`src/design/hdrscan_pkg.sv`:
```
// Shared types, constants and the CRC-32 function for the start-header scanner.
package hdrscan_pkg;

   localparam int COUNT_WIDTH = 32;
   localparam int WIN_LEN     = 32;
   localparam int SIG_LEN     = 6;
   localparam int CRC_LEN     = 20;
   localparam int FIFO_DEPTH  = 4;
   localparam int FIFO_AW     = $clog2(FIFO_DEPTH);
   localparam int FIFO_CW     = $clog2(FIFO_DEPTH + 1);

   localparam logic [31:0] CRC_POLY = 32'hEDB8_8320;
   localparam logic [31:0] CRC_INIT = 32'hFFFF_FFFF;
   localparam logic [31:0] CRC_XOUT = 32'hFFFF_FFFF;

   localparam logic [COUNT_WIDTH-1:0] COUNT_MAX = {COUNT_WIDTH{1'b1}};

   // signature 37 7A BC AF 27 1C, index 0 is the first byte
   localparam logic [SIG_LEN-1:0][7:0] SIG_BYTES = {8'h1C, 8'h27, 8'hAF, 8'hBC, 8'h7A, 8'h37};

   typedef logic [WIN_LEN-1:0][7:0] window_type;

   typedef struct packed {
      logic [7:0] data_byte;
      logic       last_byte;
   } req_type;

   typedef struct packed {
      logic        found;
      logic [31:0] offset;
   } rsp_type;

   typedef struct packed {
      logic                   last;
      logic                   count_ok;
      logic [COUNT_WIDTH-1:0] offset;
      window_type             window;
   } probe_type;

   function automatic logic [31:0] crc_over(input logic [CRC_LEN-1:0][7:0] bytes);
      logic [31:0] c;
      c = CRC_INIT;
      for (int i = 0; i < CRC_LEN; i++) begin
         c = c ^ {24'd0, bytes[i]};
         for (int b = 0; b < 8; b++) begin
            c = (c >> 1) ^ (c[0] ? CRC_POLY : 32'd0);
         end
      end
      return c ^ CRC_XOUT;
   endfunction

endpackage

```
`src/design/signature_crc_header_scanner.sv`:
```
// Top level of the archive start-header scanner.
//
//   channel  direction  handshake        beat
//   req      in         req_push/full    data_byte, last_byte
//   rsp      out        rsp_pop/empty    found, offset
//
// One byte is taken per cycle while req_full is low; a result, when the byte yields one,
// is written to the queue in the cycle after its byte is accepted and can be popped at
// the next edge. The check stage (signature compare and CRC-32 XOR tree over 20 bytes)
// handles one window per cycle. Synchronous reset clears the byte count, first-match flag
// and the queue. req_full rises when the result queue plus the beat in the check stage
// could fill all entries; the queue is four beats deep.
module signature_crc_header_scanner (
   input  logic                 clock,
   input  logic                 reset,
   input  logic                 req_push,
   output logic                 req_full,
   input  hdrscan_pkg::req_type req_item,
   output logic                 rsp_empty,
   input  logic                 rsp_pop,
   output hdrscan_pkg::rsp_type rsp_item
);

   logic                                accept;
   logic                                probe_valid;
   hdrscan_pkg::probe_type              probe;
   logic                                push;
   hdrscan_pkg::rsp_type                result;
   logic [hdrscan_pkg::FIFO_CW-1:0]     fill;
   logic [hdrscan_pkg::FIFO_CW:0]       pending;

   assign pending  = {1'b0, fill} + {{hdrscan_pkg::FIFO_CW{1'b0}}, probe_valid};
   assign req_full = (pending >= (hdrscan_pkg::FIFO_CW + 1)'(hdrscan_pkg::FIFO_DEPTH));
   assign accept   = req_push && !req_full;

   hdrscan_front u_front (
      .clock       (clock),
      .reset       (reset),
      .accept      (accept),
      .req_item    (req_item),
      .probe_valid (probe_valid),
      .probe       (probe)
   );

   hdrscan_check u_check (
      .clock       (clock),
      .reset       (reset),
      .probe_valid (probe_valid),
      .probe       (probe),
      .push        (push),
      .result      (result)
   );

   hdrscan_fifo u_fifo (
      .clock     (clock),
      .reset     (reset),
      .push      (push),
      .push_item (result),
      .pop       (rsp_pop),
      .empty     (rsp_empty),
      .head      (rsp_item),
      .fill      (fill)
   );

endmodule

```
`src/design/hdrscan_front.sv`:
```
// Front end: takes byte beats, shifts the window, counts bytes and registers a probe.
module hdrscan_front (
   input  logic                   clock,
   input  logic                   reset,
   input  logic                   accept,
   input  hdrscan_pkg::req_type   req_item,
   output logic                   probe_valid,
   output hdrscan_pkg::probe_type probe
);

   hdrscan_pkg::window_type             window_ff;
   hdrscan_pkg::window_type             window_in;
   logic [hdrscan_pkg::COUNT_WIDTH-1:0] count_ff;
   logic [hdrscan_pkg::COUNT_WIDTH-1:0] count_in;
   logic [hdrscan_pkg::COUNT_WIDTH-1:0] n_next;
   logic                                was_sat;
   logic                                probe_valid_ff;
   hdrscan_pkg::probe_type              probe_ff;
   hdrscan_pkg::probe_type              probe_in;

   always_comb begin
      window_in = {req_item.data_byte, window_ff[hdrscan_pkg::WIN_LEN-1:1]};
      was_sat   = (count_ff == hdrscan_pkg::COUNT_MAX);
      n_next    = was_sat ? hdrscan_pkg::COUNT_MAX
                          : count_ff + hdrscan_pkg::COUNT_WIDTH'(1);
      count_in  = req_item.last_byte ? '0 : n_next;

      probe_in.last     = req_item.last_byte;
      probe_in.count_ok = (n_next >= hdrscan_pkg::COUNT_WIDTH'(hdrscan_pkg::WIN_LEN));
      probe_in.offset   = was_sat ? hdrscan_pkg::COUNT_MAX
                                  : n_next - hdrscan_pkg::COUNT_WIDTH'(hdrscan_pkg::WIN_LEN);
      probe_in.window   = window_in;
   end

   always_ff @(posedge clock) begin
      if (reset) begin
         count_ff       <= '0;
         probe_valid_ff <= 1'b0;
      end else begin
         probe_valid_ff <= accept;
         if (accept) begin
            count_ff <= count_in;
         end
      end
   end

   always_ff @(posedge clock) begin
      if (accept) begin
         window_ff <= window_in;
         probe_ff  <= probe_in;
      end
   end

   assign probe_valid = probe_valid_ff;
   assign probe       = probe_ff;

endmodule

```
`src/design/hdrscan_check.sv`:
```
// Back end: signature and CRC check on each probe, first-match tracking, result push.
module hdrscan_check (
   input  logic                   clock,
   input  logic                   reset,
   input  logic                   probe_valid,
   input  hdrscan_pkg::probe_type probe,
   output logic                   push,
   output hdrscan_pkg::rsp_type   result
);

   logic        match_done_ff;
   logic        match_done_in;
   logic        sig_ok;
   logic [31:0] stored_crc;
   logic [31:0] calc_crc;
   logic        hit;

   always_comb begin
      sig_ok     = (probe.window[hdrscan_pkg::SIG_LEN-1:0] == hdrscan_pkg::SIG_BYTES);
      stored_crc = {probe.window[11], probe.window[10], probe.window[9], probe.window[8]};
      calc_crc   = hdrscan_pkg::crc_over(probe.window[hdrscan_pkg::WIN_LEN-1:12]);
      hit        = probe_valid && !match_done_ff && probe.count_ok && sig_ok
                   && (calc_crc == stored_crc);
      push       = hit || (probe_valid && probe.last && !match_done_ff);

      result.found  = hit;
      result.offset = hit ? 32'(probe.offset) : 32'd0;

      match_done_in = match_done_ff;
      if (probe_valid) begin
         match_done_in = probe.last ? 1'b0 : (match_done_ff | hit);
      end
   end

   always_ff @(posedge clock) begin
      if (reset) begin
         match_done_ff <= 1'b0;
      end else begin
         match_done_ff <= match_done_in;
      end
   end

endmodule

```
`src/design/hdrscan_fifo.sv`:
```
// Result queue between the check stage and the response port.
module hdrscan_fifo (
   input  logic                              clock,
   input  logic                              reset,
   input  logic                              push,
   input  hdrscan_pkg::rsp_type              push_item,
   input  logic                              pop,
   output logic                              empty,
   output hdrscan_pkg::rsp_type              head,
   output logic [hdrscan_pkg::FIFO_CW-1:0]   fill
);

   hdrscan_pkg::rsp_type                mem_ff [hdrscan_pkg::FIFO_DEPTH];
   logic [hdrscan_pkg::FIFO_AW-1:0]     wr_ptr_ff;
   logic [hdrscan_pkg::FIFO_AW-1:0]     rd_ptr_ff;
   logic [hdrscan_pkg::FIFO_CW-1:0]     count_ff;
   logic [hdrscan_pkg::FIFO_CW-1:0]     count_in;
   logic                                do_pop;

   always_comb begin
      do_pop   = pop && (count_ff != '0);
      count_in = count_ff;
      if (push && !do_pop) begin
         count_in = count_ff + hdrscan_pkg::FIFO_CW'(1);
      end else if (!push && do_pop) begin
         count_in = count_ff - hdrscan_pkg::FIFO_CW'(1);
      end
   end

   always_ff @(posedge clock) begin
      if (reset) begin
         wr_ptr_ff <= '0;
         rd_ptr_ff <= '0;
         count_ff  <= '0;
      end else begin
         count_ff <= count_in;
         if (push) begin
            wr_ptr_ff <= wr_ptr_ff + hdrscan_pkg::FIFO_AW'(1);
         end
         if (do_pop) begin
            rd_ptr_ff <= rd_ptr_ff + hdrscan_pkg::FIFO_AW'(1);
         end
      end
   end

   always_ff @(posedge clock) begin
      if (push) begin
         mem_ff[wr_ptr_ff] <= push_item;
      end
   end

   assign empty = (count_ff == '0);
   assign head  = mem_ff[rd_ptr_ff];
   assign fill  = count_ff;

endmodule
```
`config.mk`:
```
export PLATFORM = sky130hd
export DESIGN_NAME = signature_crc_header_scanner
export DESIGN_NICKNAME = d
export VERILOG_FILES = /design/src/design/hdrscan_pkg.sv /design/src/design/signature_crc_header_scanner.sv /design/src/design/hdrscan_front.sv /design/src/design/hdrscan_check.sv /design/src/design/hdrscan_fifo.sv
export SDC_FILE = /design/constraint.sdc
export NUM_CORES = 1
export LEC_CHECK = 0
export ABC_AREA = 1
export BUFFER_PORTS_ARGS = -buffer_cell sky130_fd_sc_hd__buf_2
export CORE_MARGIN = 2
export CORE_UTILIZATION = 39
export CTS_BUF_LIST = sky130_fd_sc_hd__clkbuf_16
export DETAILED_ROUTE_END_ITERATION = 12
export GPL_ROUTABILITY_DRIVEN = 1
export SLEW_MARGIN = 20
export SYNTH_ARGS = -nofsm -noshare
export SYNTH_HDL_FRONTEND = slang
export SYNTH_SLANG_ARGS = --single-unit
```
`constraint.sdc`:
```
create_clock -name clock -period 11.2 [get_ports clock]
set_input_delay 2.24 -clock clock [delete_from_list [all_inputs] [get_ports clock]]
set_output_delay 2.24 -clock clock [all_outputs]
set_load 0.02 [all_outputs]
```
* Yosys cells after proc, flatten, opt, wreduce, memory -nomap -nowiden *
Memory sizes are Yosys's and may differ from the RTL's. A register that Yosys moved wholly into a read port is not among the register bits.
Index checks and enable logic that the tools add are counted.

storage, ports and cells
  output and inout bits = 35
  input bits = 13
  RAM bits = 132
  bits in registers = 331
  word-level logic and storage cells = 424
  memories kept = 1

memories
  memory         words  bits a word  rd ports  clocked after Yosys merged registers in  write ports  line                RTL
  u_fifo.mem_ff  4      33           1         1                                        1            hdrscan_fifo.sv:13  hdrscan_pkg::rsp_type mem_ff [hdrscan_pkg::FIFO_DEPTH];

cells by class
  reduce and logical (&&, ||, !) cells = 18
  add/sub/neg operators = 7
  muxes and demuxes = 170
  eq/ne operators = 3
  bitwise gates (word level) = 182
  $lt $le $gt $ge = 2

operators by type and width
  kind                   number
  $mux 32                163
  $xor 31x32->32         160
  $xor 32x8->32          19
  $eq 48x45->1 const B   1
  $add 32x1->32 const B  1
  $eq 32x32->1           1
  $eq 32x32->1 const B   1
  $ge 32x6->1 const B    1
  $not 32->32            1
  $not 8->32             1
  $sub 32x6->32 const B  1
  $logic_and 1x1->1      10
  $mux 3                 2
  $add 2x1->2 const B    2
  $add 3x1->4            1
  $ge 4x3->1 const B     1
  $logic_not 1->1        4
  $mux 2                 2
  $add 3x1->3 const B    1
  $logic_not 3->1        1
  $mux 1                 3
  $reduce_bool 3->1      1
  $sub 3x1->3 const B    1
  $reduce_bool 2->1      1
  2 further kinds        2

* Logic depth before layout (Yosys ltp) *
  word-level depth = 348
  gate-level depth with buffers = 133
  depth with buffers taken out = 129

* Modules after synthesis *
Synthesis repeated with hierarchy kept, for this count alone.

second synthesis, totals
  cell total of the unflattened synthesis = 7496
  area total of the unflattened synthesis = 48444.0 sq um

modules (own cells, without submodules)
  module                        cells each  seq. area each (sq um)  area an instance (sq um)  instances
  hdrscan_check                 6023        20.0                    29318.1                   1
  hdrscan_front                 1086        9369.0                  13713.2                   1
  hdrscan_fifo                  382         4144.0                  5382.7                    1
  signature_crc_header_scanner  5           0.0                     30.0                      1

* Least setup slack after synthesis *
No wires, ideal clock.

  kind = register to register
  start point = register u_front.probe_in[89] (netlist name)
  end point = memory u_fifo.mem_ff[0][0] in the netlist's numbering, enable pin
  data required time = 10.776 ns
  buffers on the path = 4
  clock period less this slack = 12.052 ns
  slack = -0.852 ns
  data arrival time = 11.628 ns
  cell stages (with the launch flop) = 114
  library setup time = 0.424 ns
  cell sequence = edfxtp_1 -> inv_4 -> nand2_2 -> nand2_4 -> nand2_2 -> nand2_4 -> clkinv_1 -> nand3_2 -> nand2_4 -> nand2_2 -> nand2_1 -> nand2_2 -> nand2_4 -> nand2_4 -> nand2_4 -> nand2_4 -> inv_2 -> nor2_4 -> (+78 left out) -> nand2_4 -> nand2_1 -> nand3_1 -> nand2_4 -> nand2_4 -> nand2_4 -> nand2_2 -> nand2_2 -> inv_1 -> nand2_1 -> nand2_1 -> nor2_2 -> nand2_1 -> nor2_2 -> nand3_2 -> nand2_1 -> inv_2 -> nor2_1

RTL lines
  what       line
  to (decl)  hdrscan_fifo.sv:13

==> metrics.cfg <==
[critical_path]
cp-startpoint=u_front.probe_in[91]
r2r_slack_ns=-1.63
worst_setup_path_start_kind=flip-flop
ff2ff_path_depth=120
critPathMaxStageDelay_ns=0.54
reg2reg_from=u_front.probe_in[91]
cpMostUsedCell=nand2_4
r2r-end=u_fifo.fill[2]
cp.arrival_ns=13.44
crit_fanout=8
crit_type=flip-flop to flip-flop
cpMaxStageDelayCell=edfxtp_1
crit_end=u_fifo.fill[2]
critPathRequiredTime_ns=11.80
end_kind=flip-flop

[floorplan]
core_area_sq_um=118000
chipWidth_um=348
core.rowCount=126
design.portCount=48
initial_utilization=0.392
dieArea_sq_um=121000
dieHeight_um=348

[route]
final_antenna_net_count=0
drc_errors=0
wl_met3_mm=7.81
wl_met1_mm=73.8
wl_met2_mm=78.0
routed_wl_mm=164
drt_iter0_drc=3366
via_per_inst=4.98
dr_total_vias=48656
wl_per_cell_um=16.8
first_pass_iters=6
topRoutingLayerUsed=met4

[outcome]
outcome=finished with violations
violations=negative setup slack

[cts]
cts_max_level=2
clock_path_buffers=3
cts_buffers=54
clk_pin_slew_ns=0.06
cts_hold_buf=0
cts_tree=done
clk_latency_ns=0.68
cts_root_buf=clkbuf_16
clock_sinks=465

[sta]
fin_crit_ns=12.83
hold_viol_final=0
grt_setup_unrepaired=true
fin_ws_ns=-1.63
finalCritPeriodShare=1.15
fin_hold_ws_ns=0.417
worst_pin_slew_ns=1.03
fin_skew_ns=0.0556
setup_viol=270
maxSlewHeadroom=0.312
slew_violations=0
fmax_mhz=77.9

[job]
maxCapViolations=0

[cells_and_area]
layout_commonest_cell=nand2_1
stdcell_count=9771
syn2layout_area_growth_pct=44.0
most-common-layout-cells=nand2_1, buf_4, nand2_2
n_antenna_cell=0
nets=8210
drive_gt1_frac=0.421

[synthesis]
synth_edf_count=422
synthMuxAreaShare=0
synth_warnings=0
async_reset_ff_frac=0
synth-seq-area-share=0.293
synthAdderAreaFrac=0.00233
syn_inst=6794
synth_top_family_by_area=simple AND/OR/NAND/NOR gates
synth_fp_nets=6815
synth-compound-area-share=0.0208
synth.distinct_cells=55
syn_area_sq_um=46200
synthSimpleGateAreaFrac=0.521
synth_ff_type=edfxtp_1
synth_xor_area_frac=0.0860
synth.ff_latch_count=465
avgSynthCellArea_sq_um=6.80

[grt]
grt_max_degree=155
grt-ovfl-total=0
grt_pass1_wl_mm=248
antenna_found_initial=0
grt_pass1_vias=45248
grt.total_usage=0.257

[placement]
dp_hpwl_mm=129
dpl.cell_count=9453
gp_congestion=0.959
numPortBuffers=47

[hold_path]
hold_class=flip-flop to flip-flop
hold_depth=0

[cell usage after synthesis, types with 32 or more instances]
cell | number | area [sq um]
nand2_1 | 2518 | 9450
xnor2_1 | 84 | 736
inv_2 | 92 | 345
nand2_2 | 527 | 3300
a21oi_1 | 46 | 230
clkbuf_1 | 32 | 120
nand3_1 | 1015 | 5080
xor2_1 | 328 | 2870
nor2_1 | 224 | 841
dfxtp_1 | 43 | 861
inv_1 | 704 | 2640
nand3b_1 | 59 | 443
edfxtp_1 | 422 | 12700
o22ai_1 | 33 | 206
nand2_4 | 224 | 2520
nand3_2 | 120 | 1200
o21ai_0 | 87 | 435
[layout make-up]
class / count / area [sq um]
fill: 10918 / 51200
multi-input combinational: 5457 / 34900
sequential: 465 / 13500
timing repair buffer: 1394 / 11200
inverter: 817 / 3220
tap: 1536 / 1920
clock buffer: 54 / 1350
clock inverter: 48 / 387
[through the flow]
step | utilization | TNS (ns) | setup slack (ns) | instance area (sq um)
2_1_floorplan | - | -36.24 | -0.274 | 46300
3_3_place_gp | 0.484 | -585.14 | -2.46 | 57000
3_5_place_dp | 0.484 | -595.16 | -2.51 | 57000
4_1_cts | 0.533 | -307.69 | -1.38 | 62700
5_1_grt | 0.565 | -570.37 | -2.36 | 66500
6_report | 0.565 | -378.75 | -1.63 | 66500
[logic make-up (layout without fill, tap and decap cells)]
logic type | Yosys count | count (layout)
buf+inv | 875 | 2313
compound gates | 178 | 178
xor+xnor | 432 | 432
flops | 465 | 465
simple gates | 4836 | 4839
fa+ha+maj | 8 | 8
[state kept, by name, indices dropped and copies added, names as in the netlist, named ones only]
register and cells:
u_fifo.mem_ff 132, u_front.probe_valid 1, u_fifo.fill 3, u_fifo.rd_ptr_ff 2, u_front.count_ff 32, u_front.probe 42
u_check.match_done_ff 1, u_front.probe_in 248, u_fifo.wr_ptr_ff 2
[worst min-delay path by stage]
stage / start / to / slack (ns)
after global placement: u_front.probe_in[49] / u_front.probe_in[41] / 0.40
after detailed placement: u_front.probe_in[46] / u_front.probe_in[38] / 0.41
after floorplan: u_front.probe_in[40] / u_front.probe_in[32] / 0.40
after global routing: u_front.probe_in[51] / u_front.probe_in[43] / 0.42
after CTS: u_front.probe_in[46] / u_front.probe_in[38] / 0.42
final: u_front.probe_in[46] / u_front.probe_in[38] / 0.42
[what timing repair did]
action	in CTS	in global routing
buffers inserted	119	91
cloned	3	4
gates resized for setup	656	716
endpoints found under the setup margin	270	270
pin swaps	242	335
[worst max-delay path, delay by kind of cell (launching register included)]
| kind | cells | cell delay (ns) |
|---|---|---|
| AND/OR/NAND/NOR | 83 | 7.63 |
| AO/OA/AOI/OAI | 3 | 0.33 |
| adder cells (fa/ha/maj) | 2 | 0.49 |
| XOR/XNOR | 3 | 0.54 |
| flip-flops | 1 | 0.54 |
| buffers and inverters | 29 | 3.20 |
[per-layer routing]
layer	up-vias	global-route usage
li1	24439	-
met4	0	0.0633
met5	-	0
met2	1102	0.436
met1	22903	0.352
met3	212	0.0247
Power is not shown: default switching activity piles up to over one toggle a cycle in this logic, so the estimate is an artifact.
